--- config.mk ---
export PLATFORM = sky130hd
export DESIGN_NAME = delta_list_timer_scheduler
export DESIGN_NICKNAME = d
export VERILOG_FILES = /design/src/rtl/dlts_pkg.sv /design/src/rtl/delta_list_timer_scheduler.sv
export SDC_FILE = /design/constraint.sdc
export NUM_CORES = 2
export LEC_CHECK = 0
export BUFFER_PORTS_ARGS = -buffer_cell sky130_fd_sc_hd__buf_2
export CAP_MARGIN = 40
export CORE_ASPECT_RATIO = 0.75
export CORE_MARGIN = 8
export CORE_UTILIZATION = 50
export CTS_CLUSTER_SIZE = 28
export DETAILED_ROUTE_END_ITERATION = 8
export PLACE_DENSITY = 0.77
export SETUP_SLACK_MARGIN = 0.02
export SLEW_MARGIN = 15
export SYNTH_ARGS = -nofsm -noshare
export SYNTH_HDL_FRONTEND = slang
export SYNTH_SLANG_ARGS = --single-unit
--- constraint.sdc ---
create_clock -name i_clk -period 17.35 [get_ports i_clk]
set_clock_uncertainty 0.2 [all_clocks]
set_input_delay 0.8675 -clock i_clk [delete_from_list [all_inputs] [get_ports i_clk]]
set_output_delay 0.8675 -clock i_clk [all_outputs]
set_load 0.1 [all_outputs]
--- src/rtl/dlts_pkg.sv ---
// Package for the delta-list timer scheduler: sizes, request and status codes.
// Used by rtl/delta_list_timer_scheduler.sv; depends on nothing.
`default_nettype none
package dlts_pkg;
    localparam int NUM_SLOTS = 16;
    localparam int SLOT_W    = $clog2(NUM_SLOTS);
    localparam int PTR_W     = $clog2(NUM_SLOTS + 1);
    localparam int MAX_OUT   = 16;
    localparam int CNT_W     = $clog2(MAX_OUT + 1);
    localparam logic [PTR_W-1:0] NIL = PTR_W'(NUM_SLOTS);

    typedef enum logic [1:0] {
        REQ_TICK = 2'd0,
        REQ_ADD  = 2'd1,
        REQ_DEL  = 2'd2,
        REQ_DISP = 2'd3
    } t_req;

    typedef enum logic [2:0] {
        ST_ADDED = 3'd0,
        ST_FULL  = 3'd1,
        ST_DISP  = 3'd2,
        ST_NONE  = 3'd3,
        ST_ACK   = 3'd4
    } t_status;
endpackage
`default_nettype wire

--- src/rtl/delta_list_timer_scheduler.sv ---
// Delta-list timer scheduler top level: slot memory and list-walking sequencer.
// Depends on rtl/dlts_pkg.sv.
//
// Input channel s_axis: tdata carries req_type, task_handle, delay, period and
// slot_id. A tick decrements a nonzero head delta; an add takes the lowest
// free slot and links it in by cumulative delay; a delete unlinks a slot and
// folds its delta into the successor; a dispatch pops every zero-delta head
// (up to 16) and reports each, re-adding periodic tasks.
// Output channel m_axis: tdata carries status, slot_id_out and task_handle_out;
// tlast marks the final result of a request.
// One request is handled at a time. The slot records sit in a memory with one
// read port and a registered read, so a list walk spends a read state and a
// check state on each visited entry. A tick reads and rewrites the head; a
// delete walks to the slot, then relinks its predecessor and successor; an add
// walks, then writes the new slot, its predecessor and its successor. A dispatch
// checks and emits each popped task, re-adds periodic ones by a walk, then ends.
// Each result sits in an output register; the sequencer waits while the
// receiver stalls and resumes when the result is taken. Reset empties the list
// and frees every slot at once; no clearing pass is needed.
`default_nettype none
module delta_list_timer_scheduler (
    input  wire logic         i_clk,
    input  wire logic         i_rst_n,
    input  wire logic         s_axis_tvalid,
    output logic              s_axis_tready,
    // req_type[1:0], task_handle[17:2], delay[49:18], period[81:50],
    // slot_id[89:82], zero fill [95:90]
    input  wire logic [95:0]  s_axis_tdata,
    output logic              m_axis_tvalid,
    input  wire logic         m_axis_tready,
    // status[2:0], slot_id_out[6:3], task_handle_out[22:7], zero fill [23]
    output logic [23:0]       m_axis_tdata,
    output logic              m_axis_tlast
);
    localparam int SW = dlts_pkg::SLOT_W;
    localparam int PW = dlts_pkg::PTR_W;
    localparam int CW = dlts_pkg::CNT_W;

    typedef struct packed {
        logic [15:0]   handle;
        logic [31:0]   delta;
        logic [31:0]   period;
        logic [PW-1:0] next;
    } t_entry;

    typedef enum logic [4:0] {
        S_IDLE, S_TICK_RD, S_TICK_WR, S_ADD_START, S_ADD_RD, S_ADD_CHK,
        S_LINK_SLOT, S_LINK_PREV, S_LINK_CURR, S_DEL_RD, S_DEL_CHK,
        S_DEL_PREV, S_DEL_NX, S_DISP_RD, S_DISP_CHK, S_DISP_EMIT,
        S_DISP_END, S_OUT
    } t_state;

    t_entry            mem [dlts_pkg::NUM_SLOTS];
    t_entry            r_rd_data;
    logic              mem_we;
    logic [SW-1:0]     mem_wa, mem_ra;
    t_entry            mem_wd;

    always_ff @(posedge i_clk) begin
        if (mem_we) begin
            mem[mem_wa] <= mem_wd;
        end
        r_rd_data <= mem[mem_ra];
    end

    t_state                         r_state;
    logic [dlts_pkg::NUM_SLOTS-1:0] r_used;
    logic [PW-1:0]                  r_head;
    logic [15:0]                    r_handle;
    logic [31:0]                    r_acc, r_period;
    logic [PW-1:0]                  r_id, r_prev, r_curr, r_nx;
    logic [SW-1:0]                  r_slot, r_pop_slot;
    logic [31:0]                    r_del_delta;
    logic [SW:0]                    r_guard;
    logic [CW-1:0]                  r_cnt;
    logic                           r_disp_link;
    t_entry                         r_pentry, r_centry;
    logic                           r_pend_valid;
    logic [SW-1:0]                  r_pend_slot;
    logic [15:0]                    r_pend_handle;
    dlts_pkg::t_status              r_res_st;
    logic [3:0]                     r_res_slot;
    logic                           r_ovalid, r_olast;
    dlts_pkg::t_status              r_ost;
    logic [3:0]                     r_oslot;
    logic [15:0]                    r_ohandle;

    logic [PW-1:0] free_slot;
    logic [PW-1:0] in_id;

    always_comb begin
        free_slot = dlts_pkg::NIL;
        for (int i = dlts_pkg::NUM_SLOTS - 1; i >= 0; i--) begin
            if (!r_used[i]) begin
                free_slot = PW'(i);
            end
        end
    end

    assign in_id = (s_axis_tdata[89:82] < 8'(dlts_pkg::NUM_SLOTS))
                   ? PW'(s_axis_tdata[89:82]) : dlts_pkg::NIL;

    assign s_axis_tready = (r_state == S_IDLE) && !r_ovalid;
    assign m_axis_tvalid = r_ovalid;
    assign m_axis_tlast  = r_olast;
    assign m_axis_tdata  = {1'b0, r_ohandle, r_oslot, r_ost};

    always_comb begin
        mem_we = 1'b0;
        mem_wa = r_curr[SW-1:0];
        mem_wd = r_centry;
        mem_ra = r_curr[SW-1:0];
        unique case (r_state)
            S_TICK_RD, S_DISP_RD: mem_ra = r_head[SW-1:0];
            S_TICK_WR: begin
                mem_we = (r_rd_data.delta != 32'd0);
                mem_wa = r_head[SW-1:0];
                mem_wd = r_rd_data;
                mem_wd.delta = r_rd_data.delta - 32'd1;
            end
            S_LINK_SLOT: begin
                mem_we = 1'b1;
                mem_wa = r_slot;
                mem_wd = '{handle: r_handle, delta: r_acc,
                           period: r_period, next: r_curr};
            end
            S_LINK_PREV: begin
                mem_we = (r_prev != dlts_pkg::NIL);
                mem_wa = r_prev[SW-1:0];
                mem_wd = r_pentry;
                mem_wd.next = PW'(r_slot);
            end
            S_LINK_CURR: begin
                mem_we = (r_curr != dlts_pkg::NIL);
                mem_wa = r_curr[SW-1:0];
                mem_wd = r_centry;
                mem_wd.delta = r_centry.delta - r_acc;
            end
            S_DEL_PREV: begin
                mem_we = (r_prev != dlts_pkg::NIL);
                mem_wa = r_prev[SW-1:0];
                mem_wd = r_pentry;
                mem_wd.next = r_nx;
                mem_ra = r_nx[SW-1:0];
            end
            S_DEL_NX: begin
                mem_we = (r_nx != dlts_pkg::NIL);
                mem_wa = r_nx[SW-1:0];
                mem_wd = r_rd_data;
                mem_wd.delta = r_rd_data.delta + r_del_delta;
            end
            default: ;
        endcase
    end

    always_ff @(posedge i_clk) begin
        if (!i_rst_n) begin
            r_state      <= S_IDLE;
            r_used       <= '0;
            r_head       <= dlts_pkg::NIL;
            r_ovalid     <= 1'b0;
            r_pend_valid <= 1'b0;
        end else begin
            if (r_ovalid && m_axis_tready) begin
                r_ovalid <= 1'b0;
            end
            unique case (r_state)
                S_IDLE: begin
                    if (s_axis_tvalid && s_axis_tready) begin
                        r_handle     <= s_axis_tdata[17:2];
                        r_acc        <= s_axis_tdata[49:18];
                        r_period     <= s_axis_tdata[81:50];
                        r_id         <= in_id;
                        r_cnt        <= '0;
                        r_disp_link  <= 1'b0;
                        r_pend_valid <= 1'b0;
                        r_res_slot   <= '0;
                        unique case (dlts_pkg::t_req'(s_axis_tdata[1:0]))
                            dlts_pkg::REQ_TICK: begin
                                r_res_st <= dlts_pkg::ST_ACK;
                                r_state  <= (r_head == dlts_pkg::NIL) ? S_OUT : S_TICK_RD;
                            end
                            dlts_pkg::REQ_ADD: begin
                                r_state <= S_ADD_START;
                            end
                            dlts_pkg::REQ_DEL: begin
                                r_res_st <= dlts_pkg::ST_ACK;
                                r_prev   <= dlts_pkg::NIL;
                                r_curr   <= r_head;
                                r_guard  <= '0;
                                r_state  <= (in_id == dlts_pkg::NIL || !r_used[in_id[SW-1:0]])
                                            ? S_OUT : S_DEL_RD;
                            end
                            default: begin
                                r_state <= S_DISP_RD;
                            end
                        endcase
                    end
                end
                S_TICK_RD: r_state <= S_TICK_WR;
                S_TICK_WR: r_state <= S_OUT;
                S_ADD_START: begin
                    if (free_slot == dlts_pkg::NIL) begin
                        r_res_st   <= dlts_pkg::ST_FULL;
                        r_res_slot <= '0;
                        r_state    <= r_disp_link ? S_DISP_RD : S_OUT;
                    end else begin
                        r_slot     <= free_slot[SW-1:0];
                        r_used[free_slot[SW-1:0]] <= 1'b1;
                        r_prev     <= dlts_pkg::NIL;
                        r_curr     <= r_head;
                        r_guard    <= '0;
                        r_res_st   <= dlts_pkg::ST_ADDED;
                        r_res_slot <= 4'(free_slot);
                        r_state    <= S_ADD_RD;
                    end
                end
                S_ADD_RD: r_state <= (r_curr == dlts_pkg::NIL) ? S_LINK_SLOT : S_ADD_CHK;
                S_ADD_CHK: begin
                    if (r_acc >= r_rd_data.delta
                        && r_guard < (SW+1)'(dlts_pkg::NUM_SLOTS)) begin
                        r_acc    <= r_acc - r_rd_data.delta;
                        r_prev   <= r_curr;
                        r_pentry <= r_rd_data;
                        r_curr   <= r_rd_data.next;
                        r_guard  <= r_guard + (SW+1)'(1);
                        r_state  <= S_ADD_RD;
                    end else begin
                        r_centry <= r_rd_data;
                        r_state  <= S_LINK_SLOT;
                    end
                end
                S_LINK_SLOT: begin
                    if (r_prev == dlts_pkg::NIL) r_head <= PW'(r_slot);
                    r_state <= S_LINK_PREV;
                end
                S_LINK_PREV: r_state <= S_LINK_CURR;
                S_LINK_CURR: r_state <= r_disp_link ? S_DISP_RD : S_OUT;
                S_DEL_RD: begin
                    if (r_curr == dlts_pkg::NIL
                        || (r_guard >= (SW+1)'(dlts_pkg::NUM_SLOTS) && r_curr != r_id)) begin
                        r_state <= S_OUT;
                    end else begin
                        r_state <= S_DEL_CHK;
                    end
                end
                S_DEL_CHK: begin
                    if (r_curr == r_id) begin
                        r_nx        <= r_rd_data.next;
                        r_del_delta <= r_rd_data.delta;
                        r_state     <= S_DEL_PREV;
                    end else begin
                        r_prev   <= r_curr;
                        r_pentry <= r_rd_data;
                        r_curr   <= r_rd_data.next;
                        r_guard  <= r_guard + (SW+1)'(1);
                        r_state  <= S_DEL_RD;
                    end
                end
                S_DEL_PREV: begin
                    if (r_prev == dlts_pkg::NIL) r_head <= r_nx;
                    r_used[r_id[SW-1:0]] <= 1'b0;
                    r_state <= S_DEL_NX;
                end
                S_DEL_NX: r_state <= S_OUT;
                S_DISP_RD: begin
                    r_state <= (r_cnt < CW'(dlts_pkg::MAX_OUT) && r_head != dlts_pkg::NIL)
                               ? S_DISP_CHK : S_DISP_END;
                end
                S_DISP_CHK: begin
                    if (r_rd_data.delta != 32'd0) begin
                        r_state <= S_DISP_END;
                    end else begin
                        r_head      <= r_rd_data.next;
                        r_used[r_head[SW-1:0]] <= 1'b0;
                        r_cnt       <= r_cnt + CW'(1);
                        r_pop_slot  <= r_head[SW-1:0];
                        r_handle    <= r_rd_data.handle;
                        r_period    <= r_rd_data.period;
                        r_acc       <= r_rd_data.period;
                        r_disp_link <= 1'b1;
                        r_state     <= S_DISP_EMIT;
                    end
                end
                S_DISP_EMIT: begin
                    if (!r_pend_valid || !r_ovalid) begin
                        if (r_pend_valid) begin
                            r_ovalid  <= 1'b1;
                            r_ost     <= dlts_pkg::ST_DISP;
                            r_oslot   <= 4'(r_pend_slot);
                            r_ohandle <= r_pend_handle;
                            r_olast   <= 1'b0;
                        end
                        r_pend_valid  <= 1'b1;
                        r_pend_slot   <= r_pop_slot;
                        r_pend_handle <= r_handle;
                        r_state <= (r_period != 32'd0) ? S_ADD_START : S_DISP_RD;
                    end
                end
                S_DISP_END: begin
                    if (!r_ovalid) begin
                        r_ovalid <= 1'b1;
                        r_olast  <= 1'b1;
                        if (r_pend_valid) begin
                            r_ost     <= dlts_pkg::ST_DISP;
                            r_oslot   <= 4'(r_pend_slot);
                            r_ohandle <= r_pend_handle;
                        end else begin
                            r_ost     <= dlts_pkg::ST_NONE;
                            r_oslot   <= '0;
                            r_ohandle <= '0;
                        end
                        r_pend_valid <= 1'b0;
                        r_state      <= S_IDLE;
                    end
                end
                S_OUT: begin
                    if (!r_ovalid) begin
                        r_ovalid  <= 1'b1;
                        r_ost     <= r_res_st;
                        r_oslot   <= r_res_slot;
                        r_ohandle <= '0;
                        r_olast   <= 1'b1;
                        r_state   <= S_IDLE;
                    end
                end
                default: r_state <= S_IDLE;
            endcase
        end
    end
endmodule
`default_nettype wire

==> summary.md <==
| Metric | Value |
|---|---|
| Outcome | finished with violations |
| Failing checks | design-rule violations |
| Final layout net count | between 6k and 7k |
| Post-Route Setup TNS | 0 ns |
| Routing usage on met1 | 0.357 |
| Clk buf depth | 3 |
| Antenna violations before repair | 12 |
| Via count | ~53k |
| Slew Limit Headroom | 0.348 |
| CTS Root Buffer Type | clkbuf_16 |
| GRT Util Overall | 0.246 |
| GPL Wtd Cong | 0.952 |
| Flop pwr share | 0.438 |
| First-pass GRT wire length | 316,000 µm |
| Fillers | 11.9k |
| Startpoint Class | flop |
| Vias per cell | roughly 6.3 |
| Setup-failing EPs final | 0 |
| Register area share after synthesis | 0.700 |
| RSZ-0062 raised after global routing | no |
| Sw Share | 0.350 |
| Reg2Reg Depth | 15 |
| Post-synth cell types | 77 |
| Placed Cells | around 8.1k |
| DP HPWL | between 100,000 and 150,000 µm |
| Yosys reg bits | approximately 1.8k |
| Worst vdd ir | 0.105 mV |
| Hold Fails Final Rpt | 0 |
| Cell taking the most area after synthesis | edfxtp_1 |
| FMAX | between 0.15 and 0.2 GHz |
| Rows | 125 |
| Area grow syn2layout | 11.7% |
| Die Y-Extent | between 300 and 400 µm |
| Hold path cells | 3 |
| Max Cap Viol | 0 |
| Non-Filler Instances | ~8.5k |
| Worst-path maximum fanout | 73 |
| CTS H-tree lvls | 4 |
| TritonCTS Buffers | around 170 |
| Chip Width | ~470 µm |
| Pleak | between 30 and 40 nW |
| Buf+Inv Stages, Crit Path | 5 |
| Avg Inst Size Synth | about 12 µm² |
| Crit path top cell by count | buf_4 |
| CTS clk-pin slew, worst paths | about 0.070 ns |
| Number of setup buffers added after CTS | 0 |
| Int Pwr | about 9 mW |
| Grt met2 use | 0.362 |
| DR pass1 iterations | 9 |
| Logic gate share of total power | 0.296 |
| Grt met3 use | 0.0592 |
| Tcrit/Tclk final | 0.346 |
| HP Class | in -> reg |
| Cell count after synthesis | slightly above 6k |
| Kind of cell adding the most delay to the critical path | buffers and inverters |
| Final WL | between 200,000 and 250,000 µm |
| Post-synth top flop | edfxtp_1 |
| Syn_nets | 6,425 |
| Asr flop ratio synth | 0 |
| Global route hottest layer | met2 |
| Worst slew pin tran | roughly 0.98 ns |
| Die ar. | between 150,000 and 200,000 µm² |
| Mapped Area | 77,300 µm² |
| Post-synth top area share | 0.671 |
| Clock share of power | 0.266 |
| CP Capture Type | flop |
| I/O Pins | ~130 |
| Top area cells in the synthesized netlist | edfxtp_1, nand2_1, a311oi_1 |
| Ys Warns | 0 |
| Crit Path Class | reg -> reg |
| Clock Latency Late Sink | around 0.83 ns |
| DRT iter0 DRCs | 7,923 |
| Clock period minus worst slack | ~6 ns |
| TritonCTS clock tree | yes |
| WL/cell | approximately 25 µm |
| Slowest stage delay, CP | roughly 0.68 ns |
| Core ar. | 154,000 µm² |
| DRC Markers | 18 |
| Critical path arrival | 6.53 ns |
| Port buffer count | 119 |
| Clock Sinks | 1,839 |
| Crit path depth | 15 |
| Vias in the first global route | about 50k |
| Global route overflow | 0 |
| Post-route ant nets | 0 |
| Cell area power density | between 150 and 200 nW/µm² |
| Worst EP required | around 18 ns |
| Share of layout cells above drive strength 1 | 0.0909 |
| Slowest cell on crit path | dfxtp_1 |
| Post-CTS sizing | 0 |
| Sw power | 4.85 mW |
| Largest net degree at the start of global routing | 196 |
| Post-synth EDFFs | 1,726 |
| CP Cell Sequence | and2b_1 -> nand2_1 -> nor2_2 -> nor2_2 -> a221oi_4 -> buf_6 -> buf_4 -> buf_4 -> buf_4 -> buf_16 -> nand2_1 -> and3_1 -> a311oi_1 -> a31oi_1 -> a21oi_1 |
| Starting Density | 0.501 |
| Slew Viols, Final | 0 |
## power by group through the flow
stage                     Clock (mW)  Combinational, mW  Sequential (mW)
final                           3.69               4.09             6.06
after global routing            3.88               4.42             6.09
after CTS                       3.72               3.99             6.04
after detailed placement           0               3.96             6.13
after global placement             0               3.78             6.12
after floorplan                    0               2.70             6.07
## cell type report
class	count	area, µm²	share of cell area
flip-flops and latches	1839	54100	0.627
multi-input cells	3896	21500	0.249
diodes	2	5.00	0.0000580
clock buffers	231	4610	0.0534
inverters	105	395	0.00458
clock inverters	79	902	0.0105
well taps	2032	2540	0.0295
repair buffers	273	2300	0.0266
## placed cells by master (no fill, tap or decap), drive strengths merged, types with 21 or more instances in the layout
cell,synthesis,routed
a221oi,21,21
a22oi,22,22
a311oi,260,260
a31oi,116,116
xor2,39,39
nor3,42,42
nor2,156,156
o211ai,41,41
and3,192,192
a21oi,202,202
ha,97,97
and2,36,36
buf,143,269
edfxtp,1726,1726
or3,40,40
nand2b,29,29
clkbuf,242,232
clkinv,0,55
nor4,27,27
xnor2,49,49
a222oi,72,72
o21ai,71,71
inv,105,112
nand2,1747,1747
dfxtp,113,113
nand3,382,382
a21o,40,40
## logic make-up (layout without fill, tap and decap cells)
kind of cell             count (synthesis)  after routing  share of synthesized area
AO/OA/AOI/OAI                          988            988                     0.0944
XOR/XNOR                                88             88                    0.00997
buffers and inverters                  490            688                     0.0261
flip-flops                            1839           1839                      0.700
adder cells (fa/ha/maj)                100            100                     0.0165
other                                    1              3                  0.0000485
AND/OR/NAND/NOR                       2705           2705                      0.151
multiplexers                            14             14                    0.00207
## stage by stage
step | total power [mW] | utilization | hold slack (ns) | setup slack [ns] | area, µm²
2_1_floorplan | 8.77 | - | 0.200 | 6.59 | 77300
3_3_place_gp | 9.90 | 0.518 | 0.209 | 10.80 | 79900
3_5_place_dp | 10.1 | 0.523 | 0.205 | 11.16 | 80600
4_1_cts | 13.8 | 0.558 | 0.0719 | 11.08 | 86100
5_1_grt | 14.4 | 0.560 | 0.122 | 11.05 | 86300
6_report | 13.8 | 0.560 | 0.126 | 11.35 | 86300
## worst min-delay path: cells and delay by family
kind          cells  cell delay (ns)
simple gates      2             0.10
buf+inv           1             0.07
## sequential cells by signal, indices dropped and copies added (netlist names), 16 cells and up
register,cells
mem,1360
r_centry,85
r_rd_data,85
r_pentry,80
r_acc,32
r_del_delta,32
r_period,32
r_handle,16
r_ohandle,16
r_pend_handle,16
r_used,16
## synthesized netlist by cell type (9+ instances only)
cell and count:
a22oi_1 22, or3_1 40, a21oi_1 202, buf_2 126
o21a_1 11, ha_1 97, a222oi_1 72, o211ai_1 41
and3_1 192, a211oi_1 20, a311oi_1 260, a21boi_0 9
and2_1 36, a31oi_1 116, clkbuf_1 241, nand3_1 382
inv_1 105, o221ai_1 9, nand4_1 18, buf_1 13
nand2b_1 29, o31ai_1 11, dfxtp_1 113, o221a_2 9
nand2_1 1747, nor2_1 154, o21ai_0 70, nor2b_1 18
a221o_1 12, o21bai_1 10, a21o_1 40, xnor2_1 49
a221oi_1 17, nor4_1 26, edfxtp_1 1726, xor2_1 39
nor3_1 42
## routing by layer
layer / routed length [µm] / up-vias / share of wire
met2: 92700 / 3636 / 0.43
li1: - / 23322 / -
met5: 38 / - / 0.00018
met3: 29900 / 461 / 0.14
met4: 7270 / 6 / 0.034
met1: 83900 / 25903 / 0.39
## worst paths after layout
path               endpoint  slack (ns)             start
max reg2reg   r_rd_data[50]       11.35        r_state[0]
max           r_rd_data[50]       11.35        r_state[0]
min reg2reg  r_pend_slot[2]        0.22     r_pop_slot[2]
min             r_period[0]        0.13  s_axis_tdata[50]
## timing repair
item	CTS	global route
endpoints found under the setup margin	0	0
hold buffers	1	0
hold endpoints to repair	1	0
Power figures use the tool's default switching activity.
